File: config.mk
export PLATFORM = sky130hd
export DESIGN_NAME = ndd_ctrl
export DESIGN_NICKNAME = d
export VERILOG_FILES = /design/src/sv/ndd_pkg.sv /design/src/sv/ndd_ctrl.sv
export SDC_FILE = /design/constraint.sdc
export NUM_CORES = 1
export LEC_CHECK = 0
export BUFFER_PORTS_ARGS = -buffer_cell sky130_fd_sc_hd__clkbuf_2
export CORE_AREA = 2 2 39 41
export DETAILED_ROUTE_END_ITERATION = 8
export DIE_AREA = 0 0 41 43
export PLACE_DENSITY = 0.67
export SETUP_SLACK_MARGIN = 0.1
export SKIP_CTS_REPAIR_TIMING = 1
export SLEW_MARGIN = 20
export SYNTH_ARGS = -nofsm -noshare
export SYNTH_HDL_FRONTEND = slang
export SYNTH_SLANG_ARGS = --single-unit
File: constraint.sdc
create_clock -name clk -period 1.2 [get_ports clk]
set_clock_uncertainty 0.15 [all_clocks]
set_input_delay 0.12 -clock clk [delete_from_list [all_inputs] [get_ports clk]]
set_output_delay 0.12 -clock clk [all_outputs]
set_load 0.02 [all_outputs]
File: src/sv/ndd_pkg.sv
package ndd_pkg;

  // Build-time sizes
  localparam int NUM_SPECIES  = 8;
  localparam int NUM_HABITATS = 4;
  localparam int COUNT_BITS   = 4;

  // Field widths
  localparam int PROB_W     = 16;
  localparam int SPEC_W     = 4;
  localparam int HAB_W      = 2;
  localparam int TIDX_W     = 8;
  localparam int CNT_PACK_W = 32;
  localparam int RND_W      = 32;

  // Derived sizes
  localparam int TABLE_DEPTH = NUM_HABITATS * NUM_SPECIES * NUM_SPECIES;
  localparam int TADDR_W     = $clog2(TABLE_DEPTH);
  localparam int IDX_W       = $clog2(NUM_SPECIES);
  localparam int PACK_W      = NUM_SPECIES * COUNT_BITS;
  localparam int W_W         = PROB_W + COUNT_BITS;
  localparam int WSUM_W      = W_W + IDX_W;
  localparam int SURV_W      = RND_W + 1;
  localparam int Q_W         = PROB_W + 1;
  localparam int PROD_W      = SURV_W + WSUM_W;
  localparam int ACALC_W     = HAB_W + 2 * SPEC_W + 2;

  typedef enum logic {
    OP_WRITE   = 1'b0,
    OP_COMPETE = 1'b1
  } op_t;

  typedef struct packed {
    op_t                   operation;
    logic [TIDX_W-1:0]     table_index;
    logic [PROB_W-1:0]     prob_value;
    logic [SPEC_W-1:0]     cell_species;
    logic [HAB_W-1:0]      habitat;
    logic [CNT_PACK_W-1:0] neighbor_counts;
    logic [RND_W-1:0]      random_value;
  } item_t;

  typedef struct packed {
    logic [SPEC_W-1:0] winner;
    logic              displaced;
  } result_t;

  typedef enum logic [3:0] {
    ST_IDLE,
    ST_CHK,
    ST_RD,
    ST_LOAD,
    ST_SMUL,
    ST_SUPD,
    ST_SUMCHK,
    ST_DSET,
    ST_WACC,
    ST_WMUL,
    ST_WCMP,
    ST_FIN
  } ctl_state_t;

  // Controller to datapath
  typedef struct packed {
    logic tbl_wr;
    logic start;
    logic load;
    logic next_sp;
    logic smul;
    logic supd;
    logic dmul;
    logic dset;
    logic wacc;
    logic wmul;
    logic set_keep;
    logic set_win;
    logic emit;
  } ctl_cmd_t;

  // Datapath to controller
  typedef struct packed {
    logic cell_bad;
    logic last_sp;
    logic cnt_zero;
    logic cnt_last;
    logic keep;
    logic hit;
    logic out_free;
  } ctl_sts_t;

endpackage

File: src/sv/ndd_ctrl.sv
module ndd_ctrl import ndd_pkg::*; (
  input  logic     clk,
  input  logic     rst,
  input  logic     in_valid,
  input  op_t      in_op,
  output logic     in_ready,
  input  ctl_sts_t sts,
  output ctl_cmd_t cmd
);

  ctl_state_t state, state_next;

  always_ff @(posedge clk) begin
    if (rst) begin
      state <= ST_IDLE;
    end else begin
      state <= state_next;
    end
  end

  // Next state and commands
  always_comb begin
    state_next = state;
    cmd        = '0;
    in_ready   = 1'b0;
    unique case (state)
      ST_IDLE: begin
        in_ready = 1'b1;
        if (in_valid) begin
          if (in_op == OP_COMPETE) begin
            cmd.start  = 1'b1;
            state_next = ST_CHK;
          end else begin
            cmd.tbl_wr = 1'b1;
          end
        end
      end
      ST_CHK: begin
        if (sts.cell_bad) begin
          cmd.set_keep = 1'b1;
          state_next   = ST_FIN;
        end else begin
          state_next = ST_RD;
        end
      end
      ST_RD: state_next = ST_LOAD;
      ST_LOAD: begin
        cmd.load = 1'b1;
        if (!sts.cnt_zero) begin
          state_next = ST_SMUL;
        end else if (sts.last_sp) begin
          state_next = ST_SUMCHK;
        end else begin
          cmd.next_sp = 1'b1;
          state_next  = ST_RD;
        end
      end
      ST_SMUL: begin
        cmd.smul   = 1'b1;
        state_next = ST_SUPD;
      end
      ST_SUPD: begin
        cmd.supd = 1'b1;
        if (!sts.cnt_last) begin
          state_next = ST_SMUL;
        end else if (sts.last_sp) begin
          state_next = ST_SUMCHK;
        end else begin
          cmd.next_sp = 1'b1;
          state_next  = ST_RD;
        end
      end
      ST_SUMCHK: begin
        if (sts.keep) begin
          cmd.set_keep = 1'b1;
          state_next   = ST_FIN;
        end else begin
          cmd.dmul   = 1'b1;
          state_next = ST_DSET;
        end
      end
      ST_DSET: begin
        cmd.dset   = 1'b1;
        state_next = ST_WACC;
      end
      ST_WACC: begin
        cmd.wacc   = 1'b1;
        state_next = ST_WMUL;
      end
      ST_WMUL: begin
        cmd.wmul   = 1'b1;
        state_next = ST_WCMP;
      end
      ST_WCMP: begin
        if (sts.hit) begin
          cmd.set_win = 1'b1;
          state_next  = ST_FIN;
        end else if (sts.last_sp) begin
          state_next = ST_FIN;
        end else begin
          cmd.next_sp = 1'b1;
          state_next  = ST_WACC;
        end
      end
      ST_FIN: begin
        if (sts.out_free) begin
          cmd.emit   = 1'b1;
          state_next = ST_IDLE;
        end
      end
      default: state_next = ST_IDLE;
    endcase
  end

endmodule

Yosys cells after proc, flatten, opt, wreduce, memory -nomap -nowiden
Cells that the tools add are included. Widths: inputs -> output; s select.

Bits in writable memories: 0. Bits in latches: 0. Memories: 0. Word-level logic and storage cells: 53. Output and inout bits: 14. Bits in read-only memories: 0. Register bits after elaboration: 4.

Equal/unequal tests: 14. Shift operators: 0. Divide/modulo/power cells: 0. Multiplexer cells: 36. $mul: 0. Bitwise logic cells: 0. $add $sub $neg: 0. Reductions and logical operators: 2. Order comparisons: 0.

Operators by type and width (number): $pmux 4 s12 (1); $mux 4 (7); $mux 1 (21); $eq 4x3->1 const B (4); $eq 4x4->1 const B (4); $eq 4x2->1 const B (2); $mux 2 (3); $mux 3 (2); $ne 2x2->1 const B (3); $eq 4x1->1 const B (1); $logic_not 4->1 (1); $pmux 1 s3 (1); $reduce_and 3->1 (1); $pmux 1 s2 (1).

Longest topological paths before layout
Gate-level depths: netlist of the first run.

Depth after elaboration: 3. Depth in mapped cells: 5. Mapped depth without buffers: 3.

Least setup slack after synthesis of the first run
OpenSTA, ideal clock, no wires.

Kind: reg-to-output. Start point: register state[3]. End point: output port cmd[4] in the netlist's numbering. Stages on the path, launching flop included: 4. Setup slack: -0.530 ns. Arrival time: 1.460 ns. Cell sequence: dfxtp_1 -> clkbuf_2 -> clkbuf_1 -> nor4b_1.

RTL lines: start: declaration (RTL line ndd_ctrl.sv:11) `ctl_state_t state, state_next;`; start signal: assignment (RTL line ndd_ctrl.sv:17) `state <= state_next;`; end: declaration (RTL line ndd_ctrl.sv:8) `output ctl_cmd_t cmd`.

==> results of run 1 <==
final cells by class:
type / count / share of cell area
Clock buffer: 4 / 0.0265
Multi-Input combinational cell: 49 / 0.468
Timing Repair Buffer: 45 / 0.364
Sequential cell: 4 / 0.0960
Tap cell: 16 / 0.0202
Inverter: 6 / 0.0253
metrics by stage:
step                      area (µm²)  setup slack, ns  setup TNS (ns)  hold slack, ns   util
after detailed placement         840           -0.239           -2.56           0.206  0.607
after floorplan                  618           -0.197           -1.38          0.0297      -
after global routing             991           -0.511           -6.34          0.0410  0.716
final                            991           -0.422           -5.23          0.0363  0.716
after global placement           840           -0.249           -2.61           0.215  0.607
after CTS                        866           -0.500           -6.24         -0.0465  0.626
routing by layer:
| metal | part of all wire | global-route usage | wire length, µm | vias up |
|---|---|---|---|---|
| met4 | 0 | 0.100 | 0 | 0 |
| li1 | - | - | - | 328 |
| met1 | 0.39 | 0.257 | 605 | 299 |
| met5 | 0 | 0 | 0 | - |
| met2 | 0.57 | 0.309 | 887 | 20 |
| met3 | 0.048 | 0.0314 | 76 | 0 |
kinds of logic (layout without fill, tap and decap cells):
family,Yosys count,count (layout)
AO/OA/AOI/OAI,17,17
flip-flops,4,4
AND/OR/NAND/NOR,32,32
buffers and inverters,11,55
power breakdown:
group | switching, mW | total, mW | internal, mW | leakage, nW
Clock | 0.0611 | 0.186 | 0.125 | 0.0150
Combinational | 0.373 | 0.800 | 0.428 | 0.386
Sequential | 0.0966 | 0.274 | 0.177 | 0.0356
Total | 0.530 | 1.26 | 0.730 | 0.436
worst max path at each step:
stage	startpoint	endpoint	slack (ns)	cells after the start
after floorplan	state[2]	state[0]	-0.20	3
after global placement	state[3]	cmd[6]	-0.25	3
after detailed placement	state[3]	cmd[6]	-0.24	3
after CTS	state[2]	cmd[9]	-0.50	5
after global routing	state[3]	cmd[12]	-0.51	5
final	state[2]	cmd[9]	-0.42	5
worst register-to-register path, stage by stage, from the launching register on:
cell and delay (ns):
dfxtp_4 0.38, or3b_2 0.47, a22oi_1 0.18, a31o_1 0.16
cell usage in the layout, fill, tap and decap left out, drive strengths merged, types with 2 or more instances in the layout:
| cell type | synthesis | final |
|---|---|---|
| a21oi | 2 | 2 |
| nor2b | 2 | 2 |
| dfxtp | 4 | 4 |
| nor3 | 3 | 3 |
| or2b | 2 | 2 |
| nand2 | 5 | 5 |
| buf | 2 | 32 |
| nor2 | 7 | 7 |
| nand3b | 2 | 2 |
| nor4 | 2 | 2 |
| inv | 6 | 6 |
| clkbuf | 3 | 16 |
| a211o | 2 | 2 |
| a31oi | 3 | 3 |
==> reports/metrics.csv, run 1 <==
metric,value,unit
status,"complete, but fails checks",
failing checks,setup timing,
number of flops mapped to enable cells by yosys,0,
synthesis-stage register bit count,4,
I/O pin total,25,
HP Class,in -> reg,
post-synthesis adder-cell area fraction,0,
gpl congestion,0.775,
Commonest cells post-synth,"nor2_1, inv_1, dfxtp_1, nand2_1",
Initial Utilization,0.331,
max-cap check violation count,0,
CP top delay family,flip-flops,
fill count,118,
# setup viols final,18,
H-tree levels,1,
XOR/XNOR share of the synthesized area,0,
first-pass GRT wire length,2430,µm
Mapped Area,458,µm²
Post-synth top flop,dfxtp_1,
Sink Count,4,
worst reg2reg setup slack,-0.21,ns
total power draw,1.26,mW
Core Region,1380,µm²
Inserted Clock Buffers,3,
GRT Total Usage,0.201,
Post-DRT Antenna Nets,0,
r2r endpoint,state[0],
RSZ-0062 raised after global routing,yes,
Final period util,1.35,
# diodes,0,
TritonCTS clock tree,done,
slowest cell on the critical path,dfxtp_4,
DRT iter0 DRCs,8,
Power Dens Cells,1270,nW/µm²
max incr delay on CP,0.37,ns
CTS root buf,clkbuf_4,
proportion of synthesized area in mux cells,0,
WHS Path Cells,3,
layout cells sized above 1,0.657,
area fraction in compound gates after synthesis,0.284,
WL final,1570,µm
die area,1760,µm²
Multi-input gate area,464,µm²
setup ws final,-0.422,ns
max reg flops,4,
die span in x,41,µm
Simple-Gate Fraction of Synth Area,0.429,
top-area cell type share of the netlist area,0.175,
R2R depth,3,
kind of critical path,reg -> out,
"area leader, netlist",dfxtp_1,
Setup crit start kind,flop,
drt first pass iters,4,
largest registers,state: 4 flops,
clock buffer depth,2,
pin count of the biggest net entering global routing,16,
most frequent cell after synthesis,nor2_1,
antenna violations before repair,0,
worst-path cell chain,buf_4 > nand3b_1 > a21o_1 > a21oi_4 > buf_6,
Hold Path Sink,state[3],
final slew viol count,0,
worst path required time,0.93,ns
Leakage,0.436,nW
largest family of logic cells by synthesized area,simple AND/OR/NAND/NOR gates,
count of cell types in the netlist,37,
Synth area leaders,"dfxtp_1, nor2_1, inv_1",
Tightest Pin Transition,0.271,ns
Hold Crit Start,rst,
Largest Register,state,
min cycle time layout,1.62,ns
Layout area overhead,116,%
maximum vdd drop,0.715,mV
# rows,14,
vias in the first global route,572,
Setup crit end kind,output pin,
syn nets,75,
final hold viol count,0,
PortBufs,24,
"CTS clk-pin slew, worst paths",0.05,ns
critical path peak fanout,10,
worst path bufs/invs,2,
Syn Area/Cell,7.16,µm²
Overflow after GRT,0,
DR DRC count,0,
RR Startpoint,state[1],
FF/Latch Area,95.1,µm²
Slew Limit Headroom,0.818,
Yosys Warn Count,0,
vias per cell,5.22,
total vias in the final route,647,
Layout Nets,120,
DR WL/cell,12.7,µm
worst skew pair latency,0.24,ns
asr flop ratio synth,0,
hpwl dp,1160,µm
Gate Count Post-Synth,64,
Crit path arrival time,1.35,ns
chip height,43,µm
Final Non-Filler Cells,124,
Fmax,0.617,GHz
sequential-to-total area share from yosys stat,0.175,
placed insts,117,
No activity file was read; power rests on OpenSTA's default activity.
==> run 2, diff against run 1 <==
Clock period 1.2 ns to 1.4 ns, I/O delays scaled along.
==> reports/metrics.csv, run 2 (synthesized netlist as in run 1, its figures left out) <==
metric,value,unit,change
WHS Path Cells,3,,unchanged
clock buffer depth,2,,unchanged
worst skew pair latency,0.25,ns,was 0.24 ns
Tightest Pin Transition,0.284,ns,was 0.271 ns
critical path peak fanout,12,,was 10
RSZ-0062 raised after global routing,yes,,unchanged
layout cells sized above 1,0.642,,was 0.657
maximum vdd drop,0.994,mV,was 0.715 mV
first-pass GRT wire length,2420,µm,was 2430 µm
gpl congestion,0.786,,was 0.775
Hold Crit Start,sts[2],,was rst
Post-DRT Antenna Nets,0,,unchanged
Core Region,1380,µm²,unchanged
worst reg2reg setup slack,-0.08,ns,was -0.21 ns
die area,1760,µm²,unchanged
vias in the first global route,551,,was 572
Layout Nets,118,,was 120
R2R depth,3,,unchanged
final hold viol count,0,,unchanged
GRT Total Usage,0.197,,was 0.201
status,"complete, but fails checks",,unchanged
largest registers,state: 4 flops,,unchanged
total power draw,1.10,mW,was 1.26 mW
CTS root buf,clkbuf_4,,unchanged
RR Startpoint,state[1],,unchanged
Initial Utilization,0.331,,unchanged
Setup WS pre-CTS,-0.0947,ns,was -0.239 ns
max reg flops,4,,unchanged
"commonest non-fill, non-tap cells in the layout","buf_4, clkbuf_2, buf_6",,"was buf_4, buf_6, clkbuf_2"
DR WL/cell,13.4,µm,was 12.7 µm
DRT iter0 DRCs,14,,was 8
pin count of the biggest net entering global routing,13,,was 16
# setup viols final,15,,was 18
r2r endpoint,state[2],,was state[0]
Setup crit start kind,flop,,unchanged
Overflow after GRT,0,,unchanged
final slew viol count,0,,unchanged
Sink Count,4,,unchanged
# rows,14,,unchanged
HP Class,in -> reg,,unchanged
Leakage,0.414,nW,was 0.436 nW
PortBufs,24,,unchanged
die span in x,41,µm,unchanged
Power Dens Cells,1140,nW/µm²,was 1270 nW/µm²
chip height,43,µm,unchanged
hpwl dp,1170,µm,was 1160 µm
total vias in the final route,650,,was 647
vias per cell,5.33,,was 5.22
drt first pass iters,4,,unchanged
H-tree levels,1,,unchanged
"CTS clk-pin slew, worst paths",0.05,ns,about the same
failing checks,setup timing,,unchanged
"commonest non-fill, non-tap cell in the layout",buf_4,,unchanged
DR DRC count,0,,unchanged
Largest Register,state,,unchanged
Setup crit end kind,output pin,,unchanged
TritonCTS clock tree,done,,unchanged
I/O pin total,25,,unchanged
kind of critical path,reg -> out,,unchanged
Final period util,1.18,,
worst path required time,1.11,ns,was 0.93 ns
setup ws final,-0.254,ns,was -0.422 ns
antenna violations before repair,0,,unchanged
max-cap check violation count,0,,unchanged
Fmax,0.604,GHz,
min cycle time layout,1.65,ns,
Hold Path Sink,state[2],,was state[3]
Slew Limit Headroom,0.809,,was 0.818
Layout area overhead,110,%,was 116%
WL final,1640,µm,was 1570 µm
Crit path arrival time,1.36,ns,was 1.35 ns
Inserted Clock Buffers,3,,unchanged
# diodes,0,,unchanged
run 2: how the worst max path moves through the flow:
stage	slack, ns	from	cells past startpoint	to
global route	-0.36	state[1]	5	cmd[12]
finish	-0.25	state[1]	5	cmd[12]
detailed placement	-0.09	state[3]	4	cmd[11]
floorplan	-0.02	state[2]	3	cmd[12]
CTS	-0.34	state[3]	4	cmd[11]
global placement	-0.06	state[3]	4	cmd[11]
run 2: report_power, final:
group          internal [mW]  leakage (nW)  switching, mW
clock                  0.107        0.0150         0.0542
sequential             0.152        0.0356         0.0737
combinational          0.380         0.363          0.330
total                  0.639         0.414          0.458
run 2: layout make-up:
class	instances	area, µm²
sequential	4	95.1
inverter	6	25.0
multi-input combinational	49	452
timing repair buffer	43	344
fill	121	422
clock buffer	4	26.3
tap	16	20.0
run 2: worst max-delay path: stages (launching register included):
cell and delay (ns):
dfxtp_4 0.38, buf_4 0.15, nor4_4 0.20, nand2_1 0.15, nor2_4 0.12, buf_6 0.11
run 2: per-layer routing:
metal	up-vias	share of wire	GRT usage
met2	22	0.52	0.306
met5	-	0	0
met1	304	0.42	0.269
met3	0	0.051	0.0785
met4	0	0	0
li1	324	-	-
run 2: stage by stage:
| step | hold slack (ns) | instance area, µm² | std cells | utilization | TNS (ns) |
|---|---|---|---|---|---|
| after floorplan | 0.0497 | 588 | 64 | - | -0.0411 |
| after global placement | 0.237 | 798 | 113 | 0.577 | -0.312 |
| after detailed placement | 0.230 | 798 | 113 | 0.577 | -0.399 |
| after CTS | -0.0309 | 825 | 117 | 0.596 | -3.55 |
| after global routing | 0.124 | 962 | 122 | 0.695 | -3.55 |
| final | 0.118 | 962 | 122 | 0.695 | -2.47 |
